$ cat src/hdl/snooping_bus_request_sequencer_unit_macros.svh
// Assertion macros for the snooping bus request sequencer.
// Used by sbrs_request_queue and snooping_bus_request_sequencer_unit; needs ports clock and reset.
`ifndef SNOOPING_BUS_REQUEST_SEQUENCER_UNIT_MACROS_SVH
`define SNOOPING_BUS_REQUEST_SEQUENCER_UNIT_MACROS_SVH
`ifndef ASSERT_OFF
`define SBRS_ASSERT(lbl, prop, msg) \
   lbl: assert property (@(posedge clock) disable iff (reset) prop) else $error(msg);
`define SBRS_ASSERT_NEVER(lbl, cond, msg) \
   lbl: assert property (@(posedge clock) disable iff (reset) !(cond)) else $error(msg);
`else
`define SBRS_ASSERT(lbl, prop, msg)
`define SBRS_ASSERT_NEVER(lbl, cond, msg)
`endif
`endif

$ cat src/hdl/sbrs_pkg.sv
// Shared types, codes and defaults of the snooping bus request sequencer.
// No dependencies.
package sbrs_pkg;

   localparam int DEF_QUEUE_DEPTH  = 16;
   localparam int DEF_CACHE_COUNT  = 8;
   localparam int DEF_ADDRESS_BITS = 32;

   localparam int REQ_ID_W   = 3;
   localparam int REQ_TYPE_W = 3;
   localparam int LAT_W      = 10;
   localparam int BLK_W      = 11;
   localparam int CNT_W      = 64;

   // item actions
   localparam logic [1:0] ACT_PUSH      = 2'd0;
   localparam logic [1:0] ACT_TICK      = 2'd1;
   localparam logic [1:0] ACT_WRITEBACK = 2'd2;

   // bus request types
   localparam logic [REQ_TYPE_W-1:0] RT_BUS_RD    = 3'd0;
   localparam logic [REQ_TYPE_W-1:0] RT_BUS_RDX   = 3'd1;
   localparam logic [REQ_TYPE_W-1:0] RT_WRITEBACK = 3'd2;
   localparam logic [REQ_TYPE_W-1:0] RT_FLUSH     = 3'd3;

   // line states in completion notices
   localparam logic [1:0] LS_SHARED    = 2'd0;
   localparam logic [1:0] LS_EXCLUSIVE = 2'd1;
   localparam logic [1:0] LS_MODIFIED  = 2'd2;

   // register indexes
   localparam logic [1:0] CSR_BUS_LATENCY    = 2'd0;
   localparam logic [1:0] CSR_MEMORY_LATENCY = 2'd1;
   localparam logic [1:0] CSR_BLOCK_SIZE     = 2'd2;

   localparam logic [LAT_W-1:0] RST_BUS_LATENCY    = 10'd2;
   localparam logic [LAT_W-1:0] RST_MEMORY_LATENCY = 10'd100;
   localparam logic [BLK_W-1:0] RST_BLOCK_SIZE     = 11'd32;

   typedef struct packed {
      logic push;
      logic pop;
   } queue_ctrl_type;

   typedef struct packed {
      logic full;
      logic empty;
   } queue_status_type;

endpackage

$ cat src/hdl/sbrs_request_queue.sv
// Request FIFO of the sequencer: register-array storage with a registered head read.
// Depends on sbrs_pkg and snooping_bus_request_sequencer_unit_macros.svh.
`include "snooping_bus_request_sequencer_unit_macros.svh"

module sbrs_request_queue
   import sbrs_pkg::*;
#(
   parameter int  QUEUE_DEPTH = DEF_QUEUE_DEPTH,
   parameter int  ENTRY_W     = REQ_ID_W + REQ_TYPE_W + DEF_ADDRESS_BITS,
   localparam int FILL_W      = $clog2(QUEUE_DEPTH + 1)
) (
   input  logic                 clock,
   input  logic                 reset,
   input  queue_ctrl_type       ctrl,
   input  logic [ENTRY_W-1:0]   wr_data,
   output queue_status_type     status,
   output logic [FILL_W-1:0]    fill,
   output logic [ENTRY_W-1:0]   head_data
);

   localparam int PTR_W = (QUEUE_DEPTH > 1) ? $clog2(QUEUE_DEPTH) : 1;

   logic [ENTRY_W-1:0] mem [QUEUE_DEPTH];
   logic [PTR_W-1:0]   head_ff, head_in;
   logic [PTR_W-1:0]   tail_ff, tail_in;
   logic [FILL_W-1:0]  fill_ff, fill_in;
   logic [ENTRY_W-1:0] head_data_ff;
   logic               write_en, read_en;

   function automatic logic [PTR_W-1:0] next_ptr(input logic [PTR_W-1:0] ptr);
      next_ptr = (ptr == PTR_W'(QUEUE_DEPTH - 1)) ? '0 : ptr + 1'b1;
   endfunction

   assign status.full  = (fill_ff == FILL_W'(QUEUE_DEPTH));
   assign status.empty = (fill_ff == '0);
   assign write_en     = ctrl.push & ~status.full;
   assign read_en      = ctrl.pop & ~status.empty;

   always_comb begin
      head_in = read_en  ? next_ptr(head_ff) : head_ff;
      tail_in = write_en ? next_ptr(tail_ff) : tail_ff;
      case ({write_en, read_en})
         2'b10:   fill_in = fill_ff + 1'b1;
         2'b01:   fill_in = fill_ff - 1'b1;
         default: fill_in = fill_ff;
      endcase
   end

   always_ff @(posedge clock) begin
      if (reset) begin
         head_ff <= '0;
         tail_ff <= '0;
         fill_ff <= '0;
      end else begin
         head_ff <= head_in;
         tail_ff <= tail_in;
         fill_ff <= fill_in;
      end
   end

   // storage; head word is prefetched for the next cycle, bypassing a same-slot write
   always_ff @(posedge clock) begin
      if (write_en) begin
         mem[tail_ff] <= wr_data;
      end
      if (write_en && (tail_ff == head_in)) begin
         head_data_ff <= wr_data;
      end else begin
         head_data_ff <= mem[head_in];
      end
   end

   assign fill      = fill_ff;
   assign head_data = head_data_ff;

   `SBRS_ASSERT_NEVER(a_fill_bound, fill_ff > FILL_W'(QUEUE_DEPTH), "queue fill above depth")
   `SBRS_ASSERT(a_pop_drains, (read_en && !write_en) |=> (fill_ff == $past(fill_ff) - 1'b1), "pop did not drain")
   `SBRS_ASSERT(a_head_bypass, (write_en && status.empty) |=> (head_data_ff == $past(wr_data)), "head bypass lost")

endmodule

$ cat src/hdl/snooping_bus_request_sequencer_unit.sv
// Top level of the snooping bus request sequencer: command decode, bus timing, counters.
// Depends on sbrs_pkg, sbrs_request_queue and snooping_bus_request_sequencer_unit_macros.svh.
//
// Usage:
//  - Command channel: an item transfers on a rising edge with start high and busy low.
//    busy is high only during reset, so one item may be sent every cycle.
//    req_action selects push (queue a bus request), tick (one bus cycle) or writeback notice.
//  - Result channel: every item yields exactly one result, shown on the rsp_ ports for one
//    cycle with rsp_valid high, in the cycle after the command transfer (throughput 1 item
//    per cycle). The receiver cannot stall; results are not held.
//  - Per-item work is one pass of logic between the command ports and the result and
//    state registers; the queue head is prefetched into a register.
//  - rsp_queue_count, rsp_traffic_bytes and rsp_transaction_count show the state after
//    the item; the strobe fields are zero when not set.
//  - Configuration: csr_write_enable with csr_index and csr_write_data; write while idle.
//  - Reset (synchronous): queue empty, bus idle, counters zero, latencies 2 and 100,
//    block size 32. Queue storage is not cleared; only written entries are read.
`include "snooping_bus_request_sequencer_unit_macros.svh"

module snooping_bus_request_sequencer_unit
   import sbrs_pkg::*;
#(
   parameter int  QUEUE_DEPTH  = DEF_QUEUE_DEPTH,
   parameter int  CACHE_COUNT  = DEF_CACHE_COUNT,
   parameter int  ADDRESS_BITS = DEF_ADDRESS_BITS,
   localparam int FILL_W       = $clog2(QUEUE_DEPTH + 1)
) (
   input  logic                    clock,
   input  logic                    reset,
   // command channel
   input  logic                    start,
   output logic                    busy,
   input  logic [1:0]              req_action,
   input  logic [REQ_ID_W-1:0]     req_requester_id,
   input  logic [REQ_TYPE_W-1:0]   req_request_type,
   input  logic [ADDRESS_BITS-1:0] req_address,
   input  logic                    req_snoop_supplied,
   // result channel
   output logic                    rsp_valid,
   output logic                    rsp_notify_valid,
   output logic [REQ_ID_W-1:0]     rsp_notify_requester,
   output logic [ADDRESS_BITS-1:0] rsp_notify_address,
   output logic [1:0]              rsp_notify_state,
   output logic                    rsp_start_valid,
   output logic [REQ_ID_W-1:0]     rsp_start_requester,
   output logic [REQ_TYPE_W-1:0]   rsp_start_type,
   output logic [ADDRESS_BITS-1:0] rsp_start_address,
   output logic [FILL_W-1:0]       rsp_queue_count,
   output logic [CNT_W-1:0]        rsp_traffic_bytes,
   output logic [CNT_W-1:0]        rsp_transaction_count,
   output logic                    rsp_push_dropped,
   // configuration port
   input  logic                    csr_write_enable,
   input  logic [1:0]              csr_index,
   input  logic [BLK_W-1:0]        csr_write_data
);

   localparam int ENTRY_W = REQ_ID_W + REQ_TYPE_W + ADDRESS_BITS;

   // configuration registers
   logic [LAT_W-1:0] bus_latency_ff;
   logic [LAT_W-1:0] memory_latency_ff;
   logic [BLK_W-1:0] block_size_ff;

   // bus state
   logic               bus_busy_ff, bus_busy_in;
   logic [LAT_W-1:0]   cycles_ff, cycles_in;
   logic [ENTRY_W-1:0] active_ff, active_in;
   logic               served_ff, served_in;
   logic [CNT_W-1:0]   traffic_ff, traffic_in;
   logic [CNT_W-1:0]   trans_ff, trans_in;

   // result registers
   logic                    rsp_valid_ff;
   logic                    notify_valid_ff, notify_valid_in;
   logic [REQ_ID_W-1:0]     notify_req_ff, notify_req_in;
   logic [ADDRESS_BITS-1:0] notify_addr_ff, notify_addr_in;
   logic [1:0]              notify_state_ff, notify_state_in;
   logic                    start_valid_ff, start_valid_in;
   logic [REQ_ID_W-1:0]     start_req_ff, start_req_in;
   logic [REQ_TYPE_W-1:0]   start_type_ff, start_type_in;
   logic [ADDRESS_BITS-1:0] start_addr_ff, start_addr_in;
   logic                    dropped_ff, dropped_in;

   // queue interface
   queue_ctrl_type     q_ctrl;
   queue_status_type   q_status;
   logic [FILL_W-1:0]  q_fill;
   logic [ENTRY_W-1:0] q_head;
   logic [ENTRY_W-1:0] q_wr_data;

   logic                    accept;
   logic [REQ_ID_W-1:0]     act_id, head_id;
   logic [REQ_TYPE_W-1:0]   act_type, head_type;
   logic [ADDRESS_BITS-1:0] act_addr, head_addr;
   logic                    act_is_read, head_is_read, snoop_hit;

   assign busy   = reset;
   assign accept = start & ~busy;

   // queue entry layout: requester, type, address
   assign q_wr_data = {req_requester_id, req_request_type, req_address};
   assign {act_id, act_type, act_addr}    = active_ff;
   assign {head_id, head_type, head_addr} = q_head;

   assign act_is_read  = (act_type == RT_BUS_RD) || (act_type == RT_BUS_RDX);
   assign head_is_read = (head_type == RT_BUS_RD) || (head_type == RT_BUS_RDX);
   assign snoop_hit    = req_snoop_supplied & head_is_read;

   sbrs_request_queue #(
      .QUEUE_DEPTH (QUEUE_DEPTH),
      .ENTRY_W     (ENTRY_W)
   ) u_queue (
      .clock     (clock),
      .reset     (reset),
      .ctrl      (q_ctrl),
      .wr_data   (q_wr_data),
      .status    (q_status),
      .fill      (q_fill),
      .head_data (q_head)
   );

   // configuration writes; out-of-range index is ignored
   always_ff @(posedge clock) begin
      if (reset) begin
         bus_latency_ff    <= RST_BUS_LATENCY;
         memory_latency_ff <= RST_MEMORY_LATENCY;
         block_size_ff     <= RST_BLOCK_SIZE;
      end else if (csr_write_enable) begin
         unique case (csr_index)
            CSR_BUS_LATENCY:    bus_latency_ff    <= csr_write_data[LAT_W-1:0];
            CSR_MEMORY_LATENCY: memory_latency_ff <= csr_write_data[LAT_W-1:0];
            CSR_BLOCK_SIZE:     block_size_ff     <= csr_write_data;
            default: ;
         endcase
      end
   end

   // one pass of command processing
   always_comb begin
      q_ctrl          = '0;
      bus_busy_in     = bus_busy_ff;
      cycles_in       = cycles_ff;
      active_in       = active_ff;
      served_in       = served_ff;
      traffic_in      = traffic_ff;
      trans_in        = trans_ff;
      notify_valid_in = 1'b0;
      notify_req_in   = '0;
      notify_addr_in  = '0;
      notify_state_in = LS_SHARED;
      start_valid_in  = 1'b0;
      start_req_in    = '0;
      start_type_in   = '0;
      start_addr_in   = '0;
      dropped_in      = 1'b0;
      if (accept) begin
         unique case (req_action)
            ACT_PUSH: begin
               q_ctrl.push = 1'b1;
               dropped_in  = q_status.full;
            end
            ACT_TICK: begin
               if (bus_busy_ff) begin
                  if (cycles_ff <= LAT_W'(1)) begin
                     // completion; only reads and read-exclusives get a notice
                     bus_busy_in = 1'b0;
                     cycles_in   = '0;
                     if (act_is_read && (32'(act_id) < CACHE_COUNT)) begin
                        notify_valid_in = 1'b1;
                        notify_req_in   = act_id;
                        notify_addr_in  = act_addr;
                        if (act_type == RT_BUS_RDX) begin
                           notify_state_in = LS_MODIFIED;
                        end else if (served_ff) begin
                           notify_state_in = LS_SHARED;
                        end else begin
                           notify_state_in = LS_EXCLUSIVE;
                        end
                     end
                  end else begin
                     cycles_in = cycles_ff - 1'b1;
                  end
               end else if (!q_status.empty) begin
                  // start: pop head, broadcast for snoop, pick latency
                  q_ctrl.pop     = 1'b1;
                  active_in      = q_head;
                  served_in      = snoop_hit;
                  bus_busy_in    = 1'b1;
                  trans_in       = trans_ff + 1'b1;
                  traffic_in     = traffic_ff + CNT_W'(block_size_ff);
                  start_valid_in = 1'b1;
                  start_req_in   = head_id;
                  start_type_in  = head_type;
                  start_addr_in  = head_addr;
                  if (head_is_read) begin
                     cycles_in = snoop_hit ? bus_latency_ff : memory_latency_ff;
                  end else if ((head_type == RT_WRITEBACK) || (head_type == RT_FLUSH)) begin
                     cycles_in = memory_latency_ff;
                  end else begin
                     cycles_in = bus_latency_ff;
                  end
               end
            end
            ACT_WRITEBACK: begin
               trans_in   = trans_ff + 1'b1;
               traffic_in = traffic_ff + CNT_W'(block_size_ff);
            end
            default: ;
         endcase
      end
   end

   always_ff @(posedge clock) begin
      if (reset) begin
         bus_busy_ff  <= 1'b0;
         cycles_ff    <= '0;
         active_ff    <= '0;
         served_ff    <= 1'b0;
         traffic_ff   <= '0;
         trans_ff     <= '0;
         rsp_valid_ff <= 1'b0;
      end else begin
         bus_busy_ff  <= bus_busy_in;
         cycles_ff    <= cycles_in;
         active_ff    <= active_in;
         served_ff    <= served_in;
         traffic_ff   <= traffic_in;
         trans_ff     <= trans_in;
         rsp_valid_ff <= accept;
      end
   end

   // result payload, meaningful while rsp_valid is high
   always_ff @(posedge clock) begin
      notify_valid_ff <= notify_valid_in;
      notify_req_ff   <= notify_req_in;
      notify_addr_ff  <= notify_addr_in;
      notify_state_ff <= notify_state_in;
      start_valid_ff  <= start_valid_in;
      start_req_ff    <= start_req_in;
      start_type_ff   <= start_type_in;
      start_addr_ff   <= start_addr_in;
      dropped_ff      <= dropped_in;
   end

   assign rsp_valid             = rsp_valid_ff;
   assign rsp_notify_valid      = notify_valid_ff;
   assign rsp_notify_requester  = notify_req_ff;
   assign rsp_notify_address    = notify_addr_ff;
   assign rsp_notify_state      = notify_state_ff;
   assign rsp_start_valid       = start_valid_ff;
   assign rsp_start_requester   = start_req_ff;
   assign rsp_start_type        = start_type_ff;
   assign rsp_start_address     = start_addr_ff;
   // state registers already hold the post-item values during the strobe cycle
   assign rsp_queue_count       = q_fill;
   assign rsp_traffic_bytes     = traffic_ff;
   assign rsp_transaction_count = trans_ff;
   assign rsp_push_dropped      = dropped_ff;

   `SBRS_ASSERT(a_start_sets_busy, (rsp_valid_ff && start_valid_ff) |-> bus_busy_ff, "start left bus idle")
   `SBRS_ASSERT(a_notify_idles, (rsp_valid_ff && notify_valid_ff) |-> !bus_busy_ff, "notice with bus busy")
   `SBRS_ASSERT_NEVER(a_one_event, rsp_valid_ff && notify_valid_ff && start_valid_ff, "notice and start together")

endmodule
$ cat config.mk
export PLATFORM = sky130hd
export DESIGN_NAME = snooping_bus_request_sequencer_unit
export DESIGN_NICKNAME = d
export VERILOG_FILES = /design/src/hdl/sbrs_pkg.sv /design/src/hdl/sbrs_request_queue.sv /design/src/hdl/snooping_bus_request_sequencer_unit.sv
export VERILOG_INCLUDE_DIRS = /design/src /design/src/hdl
export SDC_FILE = /design/constraint.sdc
export NUM_CORES = 1
export LEC_CHECK = 0
export BUFFER_PORTS_ARGS = -buffer_cell sky130_fd_sc_hd__buf_2
export CAP_MARGIN = 20
export CORE_UTILIZATION = 64
export CTS_BUF_LIST = sky130_fd_sc_hd__clkbuf_4 sky130_fd_sc_hd__clkbuf_8
export CTS_CLUSTER_DIAMETER = 120
export DETAILED_ROUTE_END_ITERATION = 8
export PLACE_DENSITY = 0.82
export SLEW_MARGIN = 20
export SYNTH_ARGS = -nofsm -noshare
export SYNTH_HDL_FRONTEND = slang
export SYNTH_SLANG_ARGS = --single-unit
$ cat constraint.sdc
create_clock -name clock -period 7.2 [get_ports clock]
set_clock_uncertainty 0.1 [all_clocks]
set_input_delay 0 -clock clock [delete_from_list [all_inputs] [get_ports clock]]
set_output_delay 0 -clock clock [all_outputs]
set_load 0.1 [all_outputs]
==> Word-level counts from Yosys, hierarchy flattened <==
Memories as Yosys holds them, arrays and structs flattened. A register that Yosys moved wholly into a read port is not among the register bits.
Index checks and enable logic that the tools add are counted.
{ "totals": {"reg_bits": 301, "ram_bits": 608, "latchBits": 0, "memories": 1, "inputBits": 58, "romBits": 0} }
{ "classes": {"shifts": 0, "mux": 28, "magnitude_cmp": 1, "mul": 0, "add_sub_neg": 7, "bitwise_logic": 12, "n_reduce_logical": 22, "div_mod_pow": 0, "n_eq_ne": 16} }
{ "memory_table": {"columns": ["memory", "words", "word_bits", "read_ports", "rd_ports_with_merged_regs", "write_ports", "line_no", "source"], "rows": [
  ["u_queue.mem", 16, 38, 1, 1, 1, "sbrs_request_queue.sv:23", "logic [ENTRY_W-1:0] mem [QUEUE_DEPTH];"]
]} }
{ "op_table": {"columns": ["cell", "n"], "rows": [
  ["two-way mux 64 bit", 4],
  ["case mux 64 bit (2 select lines)", 2],
  ["adder 64 x 1 -> 64 bit, second input constant", 1],
  ["adder 64 x 11 -> 64 bit", 1],
  ["two-way mux 10 bit", 6],
  ["two-way mux 4 bit", 3],
  ["AND reduction 4 bit", 3],
  ["<= comparator 10 x 1 -> 1 bit, second input constant", 1],
  ["two-way mux 1 bit", 10],
  ["case mux 5 bit (2 select lines)", 1],
  ["AND reduction 2 bit", 5],
  ["subtractor 10 x 1 -> 10 bit, second input constant", 1],
  ["adder 4 x 1 -> 4 bit, second input constant", 2],
  ["equality test 4 bit, second input constant", 2],
  ["inverter 1 bit", 8],
  ["equality test 2 x 1 -> 1 bit, second input constant", 3],
  ["equality test 2 bit, second input constant", 3],
  ["equality test 3 x 1 -> 1 bit, second input constant", 2],
  ["equality test 3 x 2 -> 1 bit, second input constant", 2],
  ["zero test 3 bit", 2],
  ["!= test 2 bit, second input constant", 3],
  ["OR reduction 6 bit", 1],
  ["adder 5 x 1 -> 5 bit, second input constant", 1],
  ["equality test 5 bit, second input constant", 1],
  ["10 further kinds", 18]
]} }

==> Depth between registers and ports, before layout <==
{ "logic_depth": {"word_depth": 8, "ltp_mapped": 15, "mapped_depth_nobuf": 12} }

==> By module <==
A second synthesis with hierarchy kept.
{ "unflattened": {"cells_unflattened": 2277, "area_unflattened_um2": 35365.2} }
{ "modules_own_cells": {"columns": ["module", "area_per_inst_um2", "cells_per_inst", "instances", "seq_area_each_um2"], "rows": [
  ["sbrs_request_queue", 23791.6, 963, 1, 18597.8],
  ["snooping_bus_request_sequencer_unit", 11573.6, 1314, 1, 5765.5]
]} }

==> Worst setup path before layout <==
Ideal clock, no wire load.
{ "synth_path": {"path_kind": "reg-to-reg", "startpoint": "register u_queue.fill_ff[1], in the netlist u_queue.fill[1]", "endpoint": "memory u_queue.mem[3][0] in the netlist's numbering, enable pin", "arrival_ns": 4.890, "path_stages_with_launch": 6, "setup_ns": 0.480, "synth_period_minus_slack_ns": 5.470, "path_buffers": 1, "setup_slack_ns": 1.730, "t_required_ns": 6.620, "cell_sequence": "dfxtp_1 buf_2 nor4_2 a2111oi_2 nand2_1 nor3_1"} }
{ "synth_between": {"elab_chain_len": 5} }
{ "synth_rtl": {"columns": ["element", "line_no", "source"], "rows": [
  ["start: declaration", "sbrs_request_queue.sv:26", "logic [FILL_W-1:0] fill_ff, fill_in;"],
  ["start signal: assignment", "sbrs_request_queue.sv:57", "fill_ff <= fill_in;"],
  ["equality test 5 bit", "sbrs_request_queue.sv:34", "assign status.full = (fill_ff == FILL_W'(QUEUE_DEPTH));"],
  ["inverter 1 bit", "sbrs_request_queue.sv:36", "assign write_en = ctrl.push & ~status.full;"],
  ["AND 1 bit", "sbrs_request_queue.sv:36", null],
  ["two-way mux 1 bit", "sbrs_request_queue.sv:63", "if (write_en) begin"],
  ["two-way mux 1 bit (implied by the code)", "sbrs_request_queue.sv:64", "mem[tail_ff] <= wr_data;"],
  ["end: declaration", "sbrs_request_queue.sv:23", null]
]} }
Every way passes these cells.

==> Final worst setup path <==
{ "layout_path": {"startpoint": "register u_queue.fill_ff[1], in the netlist u_queue.fill[1]", "endpoint": "register traffic_ff[53], in the netlist rsp_traffic_bytes[53]"} }
{ "layout_between": {"elab_chain_len": 3} }
{ "layout_rtl": {"columns": ["element", "line_no", "source"], "rows": [
  ["zero test 5 bit", "sbrs_request_queue.sv:35", "assign status.empty = (fill_ff == '0);"],
  ["!= test 2 bit (no source line)", null, null],
  ["AND reduction 4 bit (no source line)", null, null],
  ["end signal: assignment", "snooping_bus_request_sequencer_unit.sv:228", "traffic_ff <= traffic_in;"],
  ["end: declaration", "snooping_bus_request_sequencer_unit.sv:70", "logic [CNT_W-1:0] traffic_ff, traffic_in;"]
]} }
Every way passes these cells.
A chain may end at the register's enable or synchronous reset.

==> results by group <==
Run status
  • Outcome: finished, final reports clean

Route
  • Vias: 21900
  • Vias/cell: 6.17
  • DRC viols: 0
  • Detailed Route WL: approximately 83 mm
  • ANT nets after route: 0
  • Drt wl/cell: around 23 um
  • Drt first pass iters: 5
  • DRT iter0 DRCs: 1879

Clock tree
  • Max Buffers Root-to-Sink: 3
  • Post-cts resize count: 0
  • Clk slew on worst S/H paths: 70 ps
  • CTS Sinks: 913
  • CTS tree: yes
  • Post-CTS Setup Inserts: 0
  • TritonCTS buffer count: 140
  • Root Buffer: clkbuf_8
  • H-tree depth: 4
  • Skew-Pair Late Insertion Delay: 800 ps

Logic synthesis
  • FFs w/ async S/R, synth: 0%
  • Post-synth EDFFs: 608
  • Mapped Cells: 2283
  • Sequential cell area fraction in the yosys report: 69.1%
  • Syn Area/Cell: 15.4 um^2
  • Top-count cell post-synth: edfxtp_1
  • Syn. warnings: 0
  • Synth area leader: edfxtp_1
  • Share of the synthesized area in the top cell type: about 52%
  • Synth Register Bits: 913
  • Synth top area cells: edfxtp_1, dfxtp_1, mux4_2, nor2_1, mux2i_1
  • Top FF cell, synth: edfxtp_1
  • Most common library cells after synthesis: edfxtp_1, dfxtp_1, nor2_1
  • Synth Net Count: 2365
  • Mapped cell area: between 30000 and 40000 um^2
  • Post-synthesis cell type count: 77

Critical path
  • Slowest CP cell: buf_4
  • CP required: 7780 ps
  • Crit path top cell by count: buf_4
  • Setup CP Type: flip-flop to flip-flop
  • Worst Path Arrival: 4520 ps
  • Crit path cell chain: nor4_2, a211o_4, buf_4, nand2_2, o21ai_2, buf_4, nor4_4, and4_1, o21ba_1
  • Crit path largest cell delay: 760 ps
  • Crit path capture type: flip-flop
  • CP max FO: 63
  • Startpoint types: flip-flop
  • R2r setup slk: between 3000 and 4000 ps

STA
  • Fmax: 0.253 GHz
  • Final setup violation count: 0
  • Final hold vios: 0
  • RSZ-0062 raised after global routing: no
  • Worst Setup Slack, final: about 3300 ps
  • Tcrit/Tclk final: 54.8%
  • Worst-Margin Slew: 956 ps
  • Min Tclk post-route: 3950 ps
  • Slew Limit Fails: 0
  • Max transition margin: 36.3%
  • Setup total negative slack: 0 ps

Floorplan
  • Row cnt: 85
  • Die height: about 240 um
  • Die area: 56000 um^2
  • Core area: 54100 um^2
  • Initial Util: approximately two thirds
  • Ports: 271
  • Die W: 237 um

Place
  • HPWL after DPL: ~46 mm
  • Port bufs: 270
  • Post-Place Cells: 3162
  • Setup slack after placement: 3300 ps
  • Final RePlAce weighted congestion: 0.899

Power
  • Pwr Total: 10.3 mW
  • Peak supply drop: 0.000233 V
  • LEAKAGE: 14.7 nW
  • PwrDens: 248 nW/um^2

GRT
  • First-pass GRT wire length: between 100 and 150 mm
  • Antenna violations before repair: 3
  • Grt total ovfl: 0
  • Largest net degree at the start of global routing: between 70 and 80
  • Vias in the first global route: roughly 22000
  • GRT Util Overall: 30.3%

Final layout
  • FILL cells: 2955
  • Cell Count, Final, Fillers Out: 3552
  • Nets: 2822
  • Area grow syn2layout: 18.2%
  • Layout cells sized above 1: 26.4%

Job
  • # Max-Cap Violations: 0

Worst hold path
  • Hold Crit Class: primary input to flip-flop
critical path, delay by kind of cell (launching register included):
family	cells	cell delay [ps]
AOI/OAI and AO/OA	3	860
buffers and inverters	2	1100
DFF	1	390
and+or+nand+nor	4	1310
through the flow:
step	instance area, um^2	hold WS [ps]	utilization (%)
finish	41600	80.9	76.9
global route	41600	43.9	76.9
CTS	41600	9.39	76.9
detailed placement	37300	138	69.0
global placement	37300	130	69.0
floorplan	35200	-23.0	-
routing by layer:
layer	routed length (um)	vias up	part of all wire (%)	GRT usage [%]
li1	-	9626	-	-
met1	32300	11000	39	38.8
met2	42000	1097	50	51.4
met3	6570	172	7.9	5.90
met4	2390	2	2.9	12.0
met5	16	-	0.019	0
layout make-up:
type                    instances  area [um^2]  area share [%]
clock inverters                42          349           0.838
clock buffers                 213         2620            6.29
well taps                     696          871            2.09
inverters                      25         93.8           0.225
flip-flops and latches        913        24400            58.5
multi-input cells            1224        10400            25.0
repair buffers                436         2930            7.05
diodes                          3         7.51          0.0180
power breakdown:
group | internal, mW | total [mW] | switching (mW) | leakage [nW]
combinational | 0.0950 | 0.243 | 0.148 | 5.19
clock | 2.48 | 4.48 | 2.00 | 1.58
sequential | 5.59 | 5.60 | 0.00993 | 7.93
total | 8.17 | 10.3 | 2.16 | 14.7
repair_timing:
action / CTS / global route
setup endpoints to repair: 0 / 0
hold endpoints to repair: 748 / 0
hold buffers: 132 / 0
sequential cells by signal (all words and copies together), names as in the netlist, 2 cells and up, named ones only:
signal and flops:
rsp_start_address 32, rsp_notify_state 2, u_queue.head_ff 4, bus_latency_ff 10, rsp_transaction_count 64, memory_latency_ff 10, rsp_notify_address 32, rsp_start_type 3
rsp_notify_requester 3, rsp_start_requester 3, u_queue.tail_ff 4, cycles_ff 10, rsp_traffic_bytes 64, u_queue.fill 5, active_ff 38, u_queue.mem 608
block_size_ff 11
cells in the final DEF (no fill, tap or decap), types with 5 or more instances in the layout:
master and instances:
xnor2_1 56, nand2b_1 9, nor4_1 15, a21o_1 6
dfxtp_1 301, xor2_1 58, clkinv_1 12, buf_4 34
clkbuf_8 163, o221ai_1 5, clkinv_2 15, nor2b_1 44
nor4_2 6, mux4_2 153, and3_1 23, mux2i_1 68
a21oi_1 93, nor2_4 12, dlygate4sd3_1 132, and2_1 44
nand3b_1 5, edfxtp_1 608, nor2_1 192, inv_1 25
or3_1 17, nand4_1 30, nor3_2 6, clkbuf_4 50
a211oi_1 77, and4_1 14, nand2_1 107, nand3_1 44
buf_2 269, ha_1 23, nor3_1 21, o21ai_0 28
path summary, 6_finish.rpt:
path | from | endpoint | depth (start not counted)
min reg2reg | active_ff[2]$_SDFFE_PP0P_ | rsp_notify_address[2]$_SDFF_PN0_ | 1
max | u_queue.fill[1]$_SDFFE_PP0P_ | rsp_traffic_bytes[53]$_SDFFE_PP0P_ | 9
min | req_requester_id[1] | u_queue.mem[8][36]$_DFFE_PP_ | 2
max reg2reg | u_queue.fill[1]$_SDFFE_PP0P_ | rsp_traffic_bytes[53]$_SDFFE_PP0P_ | 9
cell families after synthesis:
logic type,after synthesis,share of synthesized area [%]
AO/OA/AOI/OAI,249,4.64
multiplexers,223,11.8
XOR/XNOR,114,2.83
buffers and inverters,146,1.76
adder cells (fa/ha/maj),24,0.873
AND/OR/NAND/NOR,614,8.98
flip-flops,913,69.1
Power figures use the tool's default switching activity.
